### src/rtl/edufdma_pkg.sv
// ----------------------------------------------------------------------------
// edufdma_pkg
// types, register codes and constants of the edu register device
// ----------------------------------------------------------------------------
package edufdma_pkg;

	localparam int unsigned BUF_OFFSET_BITS_DEF = 28;

	// operation codes
	localparam logic [1:0] OP_READ     = 2'd0;
	localparam logic [1:0] OP_WRITE    = 2'd1;
	localparam logic [1:0] OP_DMA_DONE = 2'd2;

	// register select codes
	localparam logic [3:0] REG_ID        = 4'd0;
	localparam logic [3:0] REG_LIVENESS  = 4'd1;
	localparam logic [3:0] REG_FACT      = 4'd2;
	localparam logic [3:0] REG_FSTATUS   = 4'd3;
	localparam logic [3:0] REG_INTSTATUS = 4'd4;
	localparam logic [3:0] REG_INTACK    = 4'd5;
	localparam logic [3:0] REG_DSRC      = 4'd6;
	localparam logic [3:0] REG_DDST      = 4'd7;
	localparam logic [3:0] REG_DLEN      = 4'd8;
	localparam logic [3:0] REG_DCMD      = 4'd9;

	localparam logic [2:0] BAR_SERVED  = 3'd0;
	localparam logic [3:0] BYTES_NARROW = 4'd4;
	localparam logic [3:0] BYTES_WIDE   = 4'd8;

	localparam logic [31:0] ID_VALUE      = 32'h010000ED;
	localparam logic [31:0] FACT_IRQ_EN   = 32'h00000080;
	localparam logic [31:0] FACT_IRQ_BIT  = 32'h00000001;
	localparam logic [31:0] DMA_IRQ_BIT   = 32'h00000100;
	localparam logic [31:0] FACT_LIMIT    = 32'd34;
	localparam logic [31:0] FACT_TRIVIAL  = 32'd2;

	localparam int unsigned OFFSET_W = 28;
	localparam int unsigned LENGTH_W = 29;

	typedef struct packed {
		logic [1:0]  operation;
		logic [2:0]  bar_number;
		logic [3:0]  register_select;
		logic [3:0]  access_bytes;
		logic [63:0] write_data;
	} req_t;

	typedef struct packed {
		logic [63:0]         read_data;
		logic                access_error;
		logic                interrupt_pulse;
		logic                dma_start;
		logic [63:0]         dma_host_address;
		logic [OFFSET_W-1:0] dma_buffer_offset;
		logic [LENGTH_W-1:0] dma_length;
		logic                dma_to_host;
	} rsp_t;

	typedef enum logic {
		ST_IDLE,
		ST_FACT
	} state_t;

	// controller to datapath
	typedef struct packed {
		logic take;
		logic fact_step;
		logic fact_finish;
	} ctl_cmd_t;

	// datapath to controller
	typedef struct packed {
		logic fact_long;
		logic fact_last;
	} dp_sts_t;

endpackage

### src/rtl/edufdma_ctrl.sv
// ----------------------------------------------------------------------------
// edufdma_ctrl
// sequencer for item acceptance, factorial iteration and result hand-off
// ----------------------------------------------------------------------------
module edufdma_ctrl import edufdma_pkg::*; (
	input  logic     clk,
	input  logic     arst_n,
	input  logic     req_valid,
	output logic     req_stall,
	output logic     rsp_valid,
	input  logic     rsp_stall,
	input  dp_sts_t  sts,
	output ctl_cmd_t cmd
);

	state_t state_q, state_d;
	logic   rsp_valid_q, rsp_valid_d;

	// next state
	always_comb begin
		state_d = state_q;
		case (state_q)
			ST_IDLE: begin
				if (cmd.take && sts.fact_long) begin
					state_d = ST_FACT;
				end
			end
			ST_FACT: begin
				if (sts.fact_last) begin
					state_d = ST_IDLE;
				end
			end
			default: state_d = ST_IDLE;
		endcase
	end

	// outputs
	always_comb begin
		req_stall       = (state_q != ST_IDLE) || (rsp_valid_q && rsp_stall);
		cmd.take        = req_valid && !req_stall;
		cmd.fact_step   = (state_q == ST_FACT) && !sts.fact_last;
		cmd.fact_finish = (state_q == ST_FACT) && sts.fact_last;
		rsp_valid_d     = rsp_valid_q && rsp_stall;
		if ((cmd.take && !sts.fact_long) || cmd.fact_finish) begin
			rsp_valid_d = 1'b1;
		end
		rsp_valid = rsp_valid_q;
	end

	always_ff @(posedge clk or negedge arst_n) begin
		if (!arst_n) begin
			state_q     <= ST_IDLE;
			rsp_valid_q <= 1'b0;
		end else begin
			state_q     <= state_d;
			rsp_valid_q <= rsp_valid_d;
		end
	end

endmodule

### src/rtl/edufdma_dp.sv
// ----------------------------------------------------------------------------
// edufdma_dp
// register file, access decode, factorial multiplier and dma request build
// ----------------------------------------------------------------------------
module edufdma_dp import edufdma_pkg::*; #(
	parameter int unsigned BUFFER_OFFSET_BITS = BUF_OFFSET_BITS_DEF
) (
	input  logic     clk,
	input  logic     arst_n,
	input  req_t     req,
	input  ctl_cmd_t cmd,
	output dp_sts_t  sts,
	output rsp_t     rsp
);

	localparam logic [63:0] BUF_SIZE = 64'd1 << BUFFER_OFFSET_BITS;

	logic [31:0] live_q, fact_q, fstat_q, istat_q;
	logic [63:0] dsrc_q, ddst_q, dlen_q, dcmd_q;
	logic [31:0] acc_q;
	logic [5:0]  k_q;
	rsp_t        rsp_q, rsp_d;

	logic [31:0] w32;
	logic        size_ok, good, is_rd, wr_ok, is_done;
	logic        fact_go, fact_big, fact_small, dcmd_go, start, done_go;
	logic [31:0] fact_now, istat_d;
	logic [63:0] bufaddr, boff, blen;

	always_comb begin
		w32     = req.write_data[31:0];
		size_ok = (req.register_select <= REG_INTACK) ? (req.access_bytes == BYTES_NARROW)
		                                               : (req.access_bytes == BYTES_WIDE);
		good    = (req.bar_number == BAR_SERVED)
		       && (req.register_select inside {[REG_ID:REG_DCMD]}) && size_ok;
		is_rd   = req.operation == OP_READ;
		wr_ok   = (req.operation == OP_WRITE) && good
		       && (req.register_select != REG_ID) && (req.register_select != REG_INTSTATUS);
		is_done = req.operation == OP_DMA_DONE;

		fact_go    = wr_ok && (req.register_select == REG_FACT) && !fstat_q[0];
		fact_big   = w32 >= FACT_LIMIT;
		fact_small = w32 < FACT_TRIVIAL;
		fact_now   = fact_big ? 32'd0 : 32'd1;

		dcmd_go = wr_ok && (req.register_select == REG_DCMD) && !dcmd_q[0];
		start   = dcmd_go && req.write_data[0];
		done_go = is_done && dcmd_q[0];

		bufaddr = req.write_data[1] ? dsrc_q : ddst_q;
		boff    = bufaddr & (BUF_SIZE - 64'd1);
		blen    = (dlen_q > BUF_SIZE) ? BUF_SIZE : dlen_q;

		istat_d = istat_q;
		if (fact_go && ((fstat_q & FACT_IRQ_EN) != '0)) begin
			istat_d = istat_d | FACT_IRQ_BIT;
		end
		if (wr_ok && (req.register_select == REG_INTACK)) begin
			istat_d = istat_d & ~w32;
		end
		if (done_go && dcmd_q[2]) begin
			istat_d = istat_d | DMA_IRQ_BIT;
		end

		rsp_d = '0;
		if (is_rd) begin
			if (!good) begin
				rsp_d.access_error = 1'b1;
			end else begin
				case (req.register_select)
					REG_ID:        rsp_d.read_data = {32'd0, ID_VALUE};
					REG_LIVENESS:  rsp_d.read_data = {32'd0, live_q};
					REG_FACT:      rsp_d.read_data = {32'd0, fact_q};
					REG_FSTATUS:   rsp_d.read_data = {32'd0, fstat_q};
					REG_INTSTATUS: rsp_d.read_data = {32'd0, istat_q};
					REG_DSRC:      rsp_d.read_data = dsrc_q;
					REG_DDST:      rsp_d.read_data = ddst_q;
					REG_DLEN:      rsp_d.read_data = dlen_q;
					REG_DCMD:      rsp_d.read_data = dcmd_q;
					default:       rsp_d.read_data = '0;
				endcase
			end
		end else if (req.operation == OP_WRITE) begin
			rsp_d.access_error    = !wr_ok;
			rsp_d.interrupt_pulse = fact_go && ((fstat_q & FACT_IRQ_EN) != '0);
			if (start) begin
				rsp_d.dma_start         = 1'b1;
				rsp_d.dma_to_host       = req.write_data[1];
				rsp_d.dma_host_address  = req.write_data[1] ? ddst_q : dsrc_q;
				rsp_d.dma_buffer_offset = boff[OFFSET_W-1:0];
				rsp_d.dma_length        = blen[LENGTH_W-1:0];
			end
		end else if (done_go) begin
			rsp_d.interrupt_pulse = dcmd_q[2];
		end

		sts.fact_long = fact_go && !fact_big && !fact_small;
		sts.fact_last = k_q <= 6'd1;
		rsp           = rsp_q;
	end

	// architectural registers
	always_ff @(posedge clk or negedge arst_n) begin
		if (!arst_n) begin
			live_q  <= '0;
			fact_q  <= '0;
			fstat_q <= '0;
			istat_q <= '0;
			dsrc_q  <= '0;
			ddst_q  <= '0;
			dlen_q  <= '0;
			dcmd_q  <= '0;
		end else if (cmd.take) begin
			istat_q <= istat_d;
			if (wr_ok) begin
				case (req.register_select)
					REG_LIVENESS: live_q  <= ~w32;
					REG_FSTATUS:  fstat_q <= {31'd0, fstat_q[0]} | w32;
					REG_DSRC:     dsrc_q  <= req.write_data;
					REG_DDST:     ddst_q  <= req.write_data;
					REG_DLEN:     dlen_q  <= req.write_data;
					default:      ;
				endcase
			end
			if (fact_go && (fact_big || fact_small)) begin
				fact_q <= fact_now;
			end
			if (dcmd_go) begin
				dcmd_q <= req.write_data;
			end
			if (done_go) begin
				dcmd_q[0] <= 1'b0;
			end
		end else if (cmd.fact_finish) begin
			fact_q <= acc_q;
		end
	end

	// factorial accumulator, down counter and result register, one multiply per cycle
	always_ff @(posedge clk) begin
		if (cmd.take) begin
			acc_q <= w32;
			k_q   <= w32[5:0] - 6'd1;
			rsp_q <= rsp_d;
		end else if (cmd.fact_step) begin
			acc_q <= 32'(acc_q * {26'd0, k_q});
			k_q   <= k_q - 6'd1;
		end
	end

endmodule

### src/rtl/edu_register_device_factorial_dma.sv
// ----------------------------------------------------------------------------
// edu_register_device_factorial_dma
// register-mapped teaching device: id, liveness, factorial unit, dma engine
//
//   channel | direction | handshake           | payload
//   req     | in        | req_valid/req_stall | req_t: bus read, write, dma done
//   rsp     | out       | rsp_valid/rsp_stall | rsp_t: read data, error, irq, dma
//
// most items produce a registered result in the cycle after acceptance
// a factorial write of n (2..33) iterates through one 32x6 multiplier
// the device holds req_stall while it iterates or while a result is stalled
// arst_n clears the device registers to zero and empties the result register
// ----------------------------------------------------------------------------
module edu_register_device_factorial_dma import edufdma_pkg::*; #(
	parameter int unsigned BUFFER_OFFSET_BITS = BUF_OFFSET_BITS_DEF
) (
	input  logic clk,
	input  logic arst_n,
	input  logic req_valid,
	output logic req_stall,
	input  req_t req,
	output logic rsp_valid,
	input  logic rsp_stall,
	output rsp_t rsp
);

	ctl_cmd_t cmd;
	dp_sts_t  sts;

	// controller: acceptance, iteration and result valid
	edufdma_ctrl u_ctrl (
		.clk       (clk),
		.arst_n    (arst_n),
		.req_valid (req_valid),
		.req_stall (req_stall),
		.rsp_valid (rsp_valid),
		.rsp_stall (rsp_stall),
		.sts       (sts),
		.cmd       (cmd)
	);

	// datapath: registers, decode, multiplier, result register
	edufdma_dp #(
		.BUFFER_OFFSET_BITS (BUFFER_OFFSET_BITS)
	) u_dp (
		.clk    (clk),
		.arst_n (arst_n),
		.req    (req),
		.cmd    (cmd),
		.sts    (sts),
		.rsp    (rsp)
	);

endmodule

### config.mk
export PLATFORM = sky130hd
export DESIGN_NAME = edu_register_device_factorial_dma
export DESIGN_NICKNAME = d
export VERILOG_FILES = /design/src/rtl/edufdma_pkg.sv /design/src/rtl/edufdma_ctrl.sv /design/src/rtl/edufdma_dp.sv /design/src/rtl/edu_register_device_factorial_dma.sv
export SDC_FILE = /design/constraint.sdc
export NUM_CORES = 1
export LEC_CHECK = 0
export BUFFER_PORTS_ARGS = -buffer_cell sky130_fd_sc_hd__clkbuf_2
export CAP_MARGIN = 15
export CORE_UTILIZATION = 65
export DETAILED_ROUTE_END_ITERATION = 7
export GPL_TIMING_DRIVEN = 0
export PLACE_DENSITY = 0.95
export RECOVER_POWER = 50
export SYNTH_ARGS = -nofsm -noshare
export SYNTH_HDL_FRONTEND = slang
export SYNTH_SLANG_ARGS = --single-unit
export TNS_END_PERCENT = 30
### constraint.sdc
create_clock -name clk -period 20.6 [get_ports clk]
set_clock_uncertainty 0.1 [all_clocks]
set_input_delay 3.09 -clock clk [delete_from_list [all_inputs] [get_ports clk]]
set_output_delay 3.09 -clock clk [all_outputs]
set_load 0.01 [all_outputs]
==> flow_summary.yaml, run 1 <==
grt:
  grt_max_degree: 127
  grt_usage: 0.423
  grt_pass1_wl_um: 154000
  grt_pass1_vias: 25500
  antenna_found_initial: 8
  gr-total-overflow: 0
clock_network:
  cts_setup_buffers: 0
  cts.path.max_buffers: 3
  clk_latency_ps: 650
  numCtsBuffers: 57
  clk_pin_slew_ps: 70
  cts.sinks: 613
  ctsHoldBuffers: 0
  cts_tree: "done"
  cts_root_buffer: "clkbuf_16"
  cts-resized-gates: 0
  ctsHtreeMaxLevel: 2
sta:
  final.setup.tns_ps: 0
  rsz0062_at_grt: "false"
  finalHoldViolations: 0
  worstMarginPinSlew_ps: 6060
  maxSlewHeadroom: -3.04
  fmaxAchievable_ghz: 0.100
  drv_slew: 234
  setup_viol_count_final: 0
  holdWs_ps: 385
  finalCritPeriodShare: 0.485
  period_needed_ps: 9990
yosys:
  yosysTopAreaCell: "dfrtp_1"
  syn_area_per_cell_sq_um: 11.9
  syn_inst: 2611
  synth_seq_cells: 613
  syn_nets: 2838
  syn_area_sq_um: 31200
  synth-edff-count: 227
  synth_top_area_share: 0.310
  synthDistinctLibCells: 60
  ys_seq_area_frac: 0.528
  synth_area_leaders: "dfrtp_1, edfxtp_1, mux2_2"
  ys.flop_type: "dfrtp_1"
  yosys_warnings: 0
  async_flop_share: 0.630
placement:
  io_buffers: 246
  dpl.hpwl_um: 69800
  dpl_cell_area_sq_um: 33400
  gp_congestion: 0.960
critical_path:
  reg2reg_depth: 18
  end_kind: "asynchronous set/reset pin"
  worstPathMaxFanout: 108
  crit_start: "arst_n"
  path_buf_inv: 2
  slowest_delay_ps: 4140
  path_delay_family: "buffers and inverters"
  reg2reg_from: "u_dp.k_q[5]"
  critical_path.startpoint_type: "input pin"
  cp_common_cell: "clkbuf_1"
  cp.required_ps: 20500
  cp_slowest_cell: "clkbuf_1"
  reg2reg_slack_ps: 14210
  timing.rr.end: "u_dp.acc_q[31]"
  crit_chain: "clkbuf_1, clkbuf_1"
  criticalPathCategory: "in2async"
  cp.arrival_ps: 9890
floorplanning:
  io_pins: 272
  coreArea_sq_um: 47000
  die_x_um: 221
  initial_core_util: 0.664
  dieArea_sq_um: 48900
  die_y_um: 221
  num_rows: 79
run_status:
  status: "complete, but fails checks"
  violations: "max-capacitance violations, max-slew violations"
hold_path:
  worstHoldStart: "u_dp.live_q[20]"
  holdPathStages: 2
  hold_path_class: "reg2reg"
  holdPathEnd: "u_dp.live_q[20]"
route:
  num_vias: 24700
  wire_per_inst_um: 28.7
  firstDrtPassIters: 7
  avgViaCountPerCell: 6.90
  drc_errors: 0
  postRouteWirelength_um: 103000
  first_iter_violations: 3924
  drtAntennaViolNets: 0
layout:
  area_growth_pct: 12.0
  n_fill_cell: 2862
  drive_above_1_share: 0.153
  design_area_sq_um: 34900
  nets: 3151
run:
  drv_cap: 3
worst reg2reg max path, delay by kind of cell, from the launching register on:
kind | cells | cell delay, ps
adder cells (fa/ha/maj) | 4 | 1820
AO/OA/AOI/OAI | 6 | 1680
buffers and inverters | 5 | 1210
AND/OR/NAND/NOR | 2 | 670
flip-flops | 1 | 340
XOR/XNOR | 1 | 270
cells by family (layout without fill, tap and decap cells):
kind of cell,count (synthesis),after routing,synth area share
fa+ha+maj,146,146,0.0848
flops,613,613,0.528
simple gates,579,579,0.0938
xor+xnor,38,38,0.0107
compound gates,494,494,0.104
other cells,0,5,0
buf+inv,368,730,0.0473
mux,373,373,0.131
sequential cells by signal, summed over array words and instances (netlist names), 6 cells and up:
| register | flops |
|---|---|
| u_dp.dlen_q | 64 |
| u_dp.acc_q | 32 |
| u_dp.dcmd_q | 64 |
| u_dp.live_q | 32 |
| u_dp.ddst_q | 64 |
| u_dp.istat_q | 32 |
| u_dp.rsp | 189 |
| u_dp.fact_q | 32 |
| u_dp.k_q | 6 |
| u_dp.fstat_q | 32 |
| u_dp.dsrc_q | 64 |
cell type report:
type	count	area (sq um)	area share
buffer	179	723	0.0207
multi-input combinational	1630	13200	0.378
inverter	189	709	0.0203
clock inverter	19	141	0.00405
timing repair buffer	254	1130	0.0324
tap	607	759	0.0217
clock buffer	89	1770	0.0507
antenna	5	12.5	0.000358
sequential	613	16500	0.472
synthesized netlist by cell type (all sizes together) (38+ instances only):
library cell  instances
clkbuf              130
nand2               132
a31oi                38
buf                  49
and2                184
nand3                46
o21ai               120
nor2                139
a22oi               127
mux2i                95
fa                  109
dfrtp               386
a21oi                73
edfxtp              227
mux2                278
inv                 187
cells in the final DEF, fill, tap and decap left out, types with 38 or more instances in the layout:
cell type,n
dfrtp_1,386
clkbuf_1,349
mux2_2,276
edfxtp_1,227
inv_1,187
and2_1,183
nor2_1,139
nand2_1,131
a22oi_1,127
o21ai_0,120
fa_1,109
mux2i_1,95
a21oi_1,73
clkbuf_16,60
clkbuf_2,52
nand3_1,46
a31oi_1,38
per-layer routing:
layer / track usage / up-vias / part of all wire
met5: 0 / - / 0
met4: 0.310 / 0 / 0.087
met3: 0.132 / 659 / 0.13
met2: 0.655 / 2258 / 0.45
met1: 0.501 / 12000 / 0.33
li1: - / 9825 / -
stage by stage:
step,instances,util,setup slack [ps]
2_1_floorplan,2611,-,10970
3_3_place_gp,3464,0.707,8400
3_5_place_dp,3471,0.710,13760
4_1_cts,3579,0.751,13850
5_1_grt,3584,0.744,9290
6_report,3585,0.744,10610
how the worst max path moves through the flow:
stage | endpoint | slack (ps) | cells past startpoint
6_report | u_dp.ddst_q[12] | 10610 | 2
3_3_place_gp | u_dp.ddst_q[58] | 8400 | 1
5_1_grt | u_dp.dcmd_q[11] | 9290 | 2
2_1_floorplan | u_dp.rsp[0] | 10970 | 4
4_1_cts | req_stall | 13850 | 4
3_5_place_dp | u_dp.rsp[125] | 13760 | 8
Power of run 1 is left out: the tool's default activity adds up to more than one toggle a clock period on the data nets, which glitch-free logic cannot reach.
==> run 2, diff against run 1 <==
--- a/config.mk
+++ b/config.mk
@@ -7,10 +7,10 @@
 export LEC_CHECK = 0
 export BUFFER_PORTS_ARGS = -buffer_cell sky130_fd_sc_hd__clkbuf_2
 export CAP_MARGIN = 15
-export CORE_UTILIZATION = 65
+export CORE_UTILIZATION = 60
 export DETAILED_ROUTE_END_ITERATION = 7
 export GPL_TIMING_DRIVEN = 0
-export PLACE_DENSITY = 0.95
+export PLACE_DENSITY = 0.89
 export RECOVER_POWER = 50
 export SYNTH_ARGS = -nofsm -noshare
 export SYNTH_HDL_FRONTEND = slang
==> constraint.sdc (replaced) <==
create_clock -name clk -period 10.4 [get_ports clk]
set_clock_uncertainty 0.1 [all_clocks]
set_input_delay 1.56 -clock clk [delete_from_list [all_inputs] [get_ports clk]]
set_output_delay 1.56 -clock clk [all_outputs]
set_load 0.01 [all_outputs]
==> run 2 against run 1 <==
- critical path depth up 16
- clock-buffer cell count down 9
- the flow still finishes with violations (max-capacitance violations, max-slew violations)
- sequential share of layout area down 0.096 points
- register-to-register slack worse by 10000 ps
- worst setup slack worse by 6900 ps
- design area up 0.20%
- wire length down 5.7%
- final cell count up 2.0%
- global-route usage down 5.5 points
- non-clock buffer count unchanged
- worst hold slack worse by 1.3 ps
- via count down 2.3%
==> flow_summary.yaml, run 2 (same netlist as run 1, synthesis figures left out) <==
run_status:
  status: "complete, but fails checks"
  violations: "max-capacitance violations, max-slew violations"
sta:
  maxSlewHeadroom: -2.76
  finalHoldViolations: 0
  holdWs_ps: 384
  drv_slew: 166
  setup_viol_count_final: 0
  period_needed_ps: 6650
  fmaxAchievable_ghz: 0.150
  worstMarginPinSlew_ps: 5650
  finalCritPeriodShare: 0.640
  rsz0062_at_grt: "false"
layout:
  final_common_cell: "dfrtp_1"
  n_fill_cell: 3555
  nets: 3151
  design_area_sq_um: 35000
  stdcell_count: 3657
  drive_above_1_share: 0.151
  area_growth_pct: 12.2
  largest_reg_flops: 189
  mostFrequentLayoutCells: "dfrtp_1, clkbuf_1, mux2_2"
clock_network:
  cts.sinks: 613
  ctsHtreeMaxLevel: 2
  cts-resized-gates: 0
  cts_setup_buffers: 0
  clk_latency_ps: 660
  ctsHoldBuffers: 0
  cts_tree: "done"
  cts_root_buffer: "clkbuf_16"
  cts.path.max_buffers: 3
  clk_pin_slew_ps: 70
  numCtsBuffers: 57
floorplanning:
  die_x_um: 230
  coreArea_sq_um: 51300
  initial_core_util: 0.608
  io_pins: 272
  num_rows: 83
  dieArea_sq_um: 52900
  die_y_um: 230
route:
  postRouteWirelength_um: 97000
  first_iter_violations: 3210
  num_vias: 24200
  drtAntennaViolNets: 0
  firstDrtPassIters: 6
  wire_per_inst_um: 26.5
  drc_errors: 0
  avgViaCountPerCell: 6.61
grt:
  gr-total-overflow: 0
  antenna_found_initial: 6
  grt_pass1_vias: 24500
  grt_usage: 0.367
  grt_max_degree: 116
  grt_pass1_wl_um: 146000
critical_path:
  cp.arrival_ps: 6920
  reg2reg_slack_ps: 3750
  crit_cells: 18
  critical_path.startpoint_type: "register"
  worstPathMaxFanout: 10
  path_buf_inv: 5
  cp.required_ps: 10670
  end_kind: "register"
  slowest_delay_ps: 600
  reg2reg_depth: 18
  crit_chain: "clkbuf_1, clkbuf_1, and2_1, fa_1, fa_1, inv_1, fa_1, inv_1, ha_1, clkbuf_1, a211oi_1, o21bai_1, nor3_1, o22ai_1, o31ai_1, o21ai_0, xnor2_1, a21oi_1"
  timing.rr.end: "u_dp.acc_q[31]"
  criticalPathCategory: "reg2reg"
  reg2reg_from: "u_dp.k_q[5]"
  path_delay_family: "adder cells"
  cp_slowest_cell: "clkbuf_1"
placement:
  dpl.hpwl_um: 68500
  dp.cells: 3545
  dpl_cell_area_sq_um: 33500
  gp_congestion: 0.997
  io_buffers: 246
hold_path:
  worstHoldStart: "u_dp.live_q[31]"
  hold_path_class: "reg2reg"
  holdPathEnd: "u_dp.live_q[31]"
  holdPathStages: 2
run:
  drv_cap: 2
[run 2: cell types whose count changed in the layout (fill, tap and decap cells not counted), sizes merged]
cell,change
buf,+1
clkinv,+7
clkbuf,-10
inv,-1
clkinvlp,+1
bufinv,+2
diode,-1
[run 2: layout make-up]
type | count | area (sq um) | share of cell area
diodes | 4 | 10.0 | 0.000286
plain buffers | 179 | 746 | 0.0213
flip-flops and latches | 613 | 16500 | 0.471
repair buffers | 254 | 1160 | 0.0332
well taps | 680 | 851 | 0.0243
inverters | 189 | 709 | 0.0203
multi-input cells | 1630 | 13200 | 0.377
clock inverters | 28 | 278 | 0.00793
clock buffers | 80 | 1570 | 0.0449
[run 2: routing by layer]
layer / wire, um / vias up / share of wire / track usage
met1: 33300 / 11900 / 0.34 / 0.446
met4: 6500 / 0 / 0.067 / 0.222
li1: - / 9839 / - / -
met3: 12200 / 485 / 0.13 / 0.109
met5: 0 / - / 0 / 0
met2: 44900 / 1902 / 0.46 / 0.581
[run 2: tightest hold or removal path, stage by stage, from the launching register on]
cell,delay (ps)
dfrtp_1,350
nand2_1,50
o21ai_0,60
[run 2: per-stage QoR]
stage	setup TNS [ps]	util	setup WS, ps
4_1_cts	0	0.688	3960
6_report	0	0.682	3750
2_1_floorplan	0	-	2300
5_1_grt	0	0.682	3070
3_5_place_dp	0	0.652	3980
3_3_place_gp	-129360	0.649	-311
[run 2: worst max-delay path by stage]
stage,startpoint,to
6_report,u_dp.k_q[5],u_dp.acc_q[31]
4_1_cts,u_dp.k_q[5],u_dp.acc_q[31]
2_1_floorplan,rsp_stall,u_dp.rsp[0]
5_1_grt,arst_n,u_dp.fact_q[20]
3_3_place_gp,rsp_stall,u_dp.acc_q[20]
3_5_place_dp,u_dp.k_q[5],u_dp.acc_q[31]
Power of run 2 is left out for the same reason.
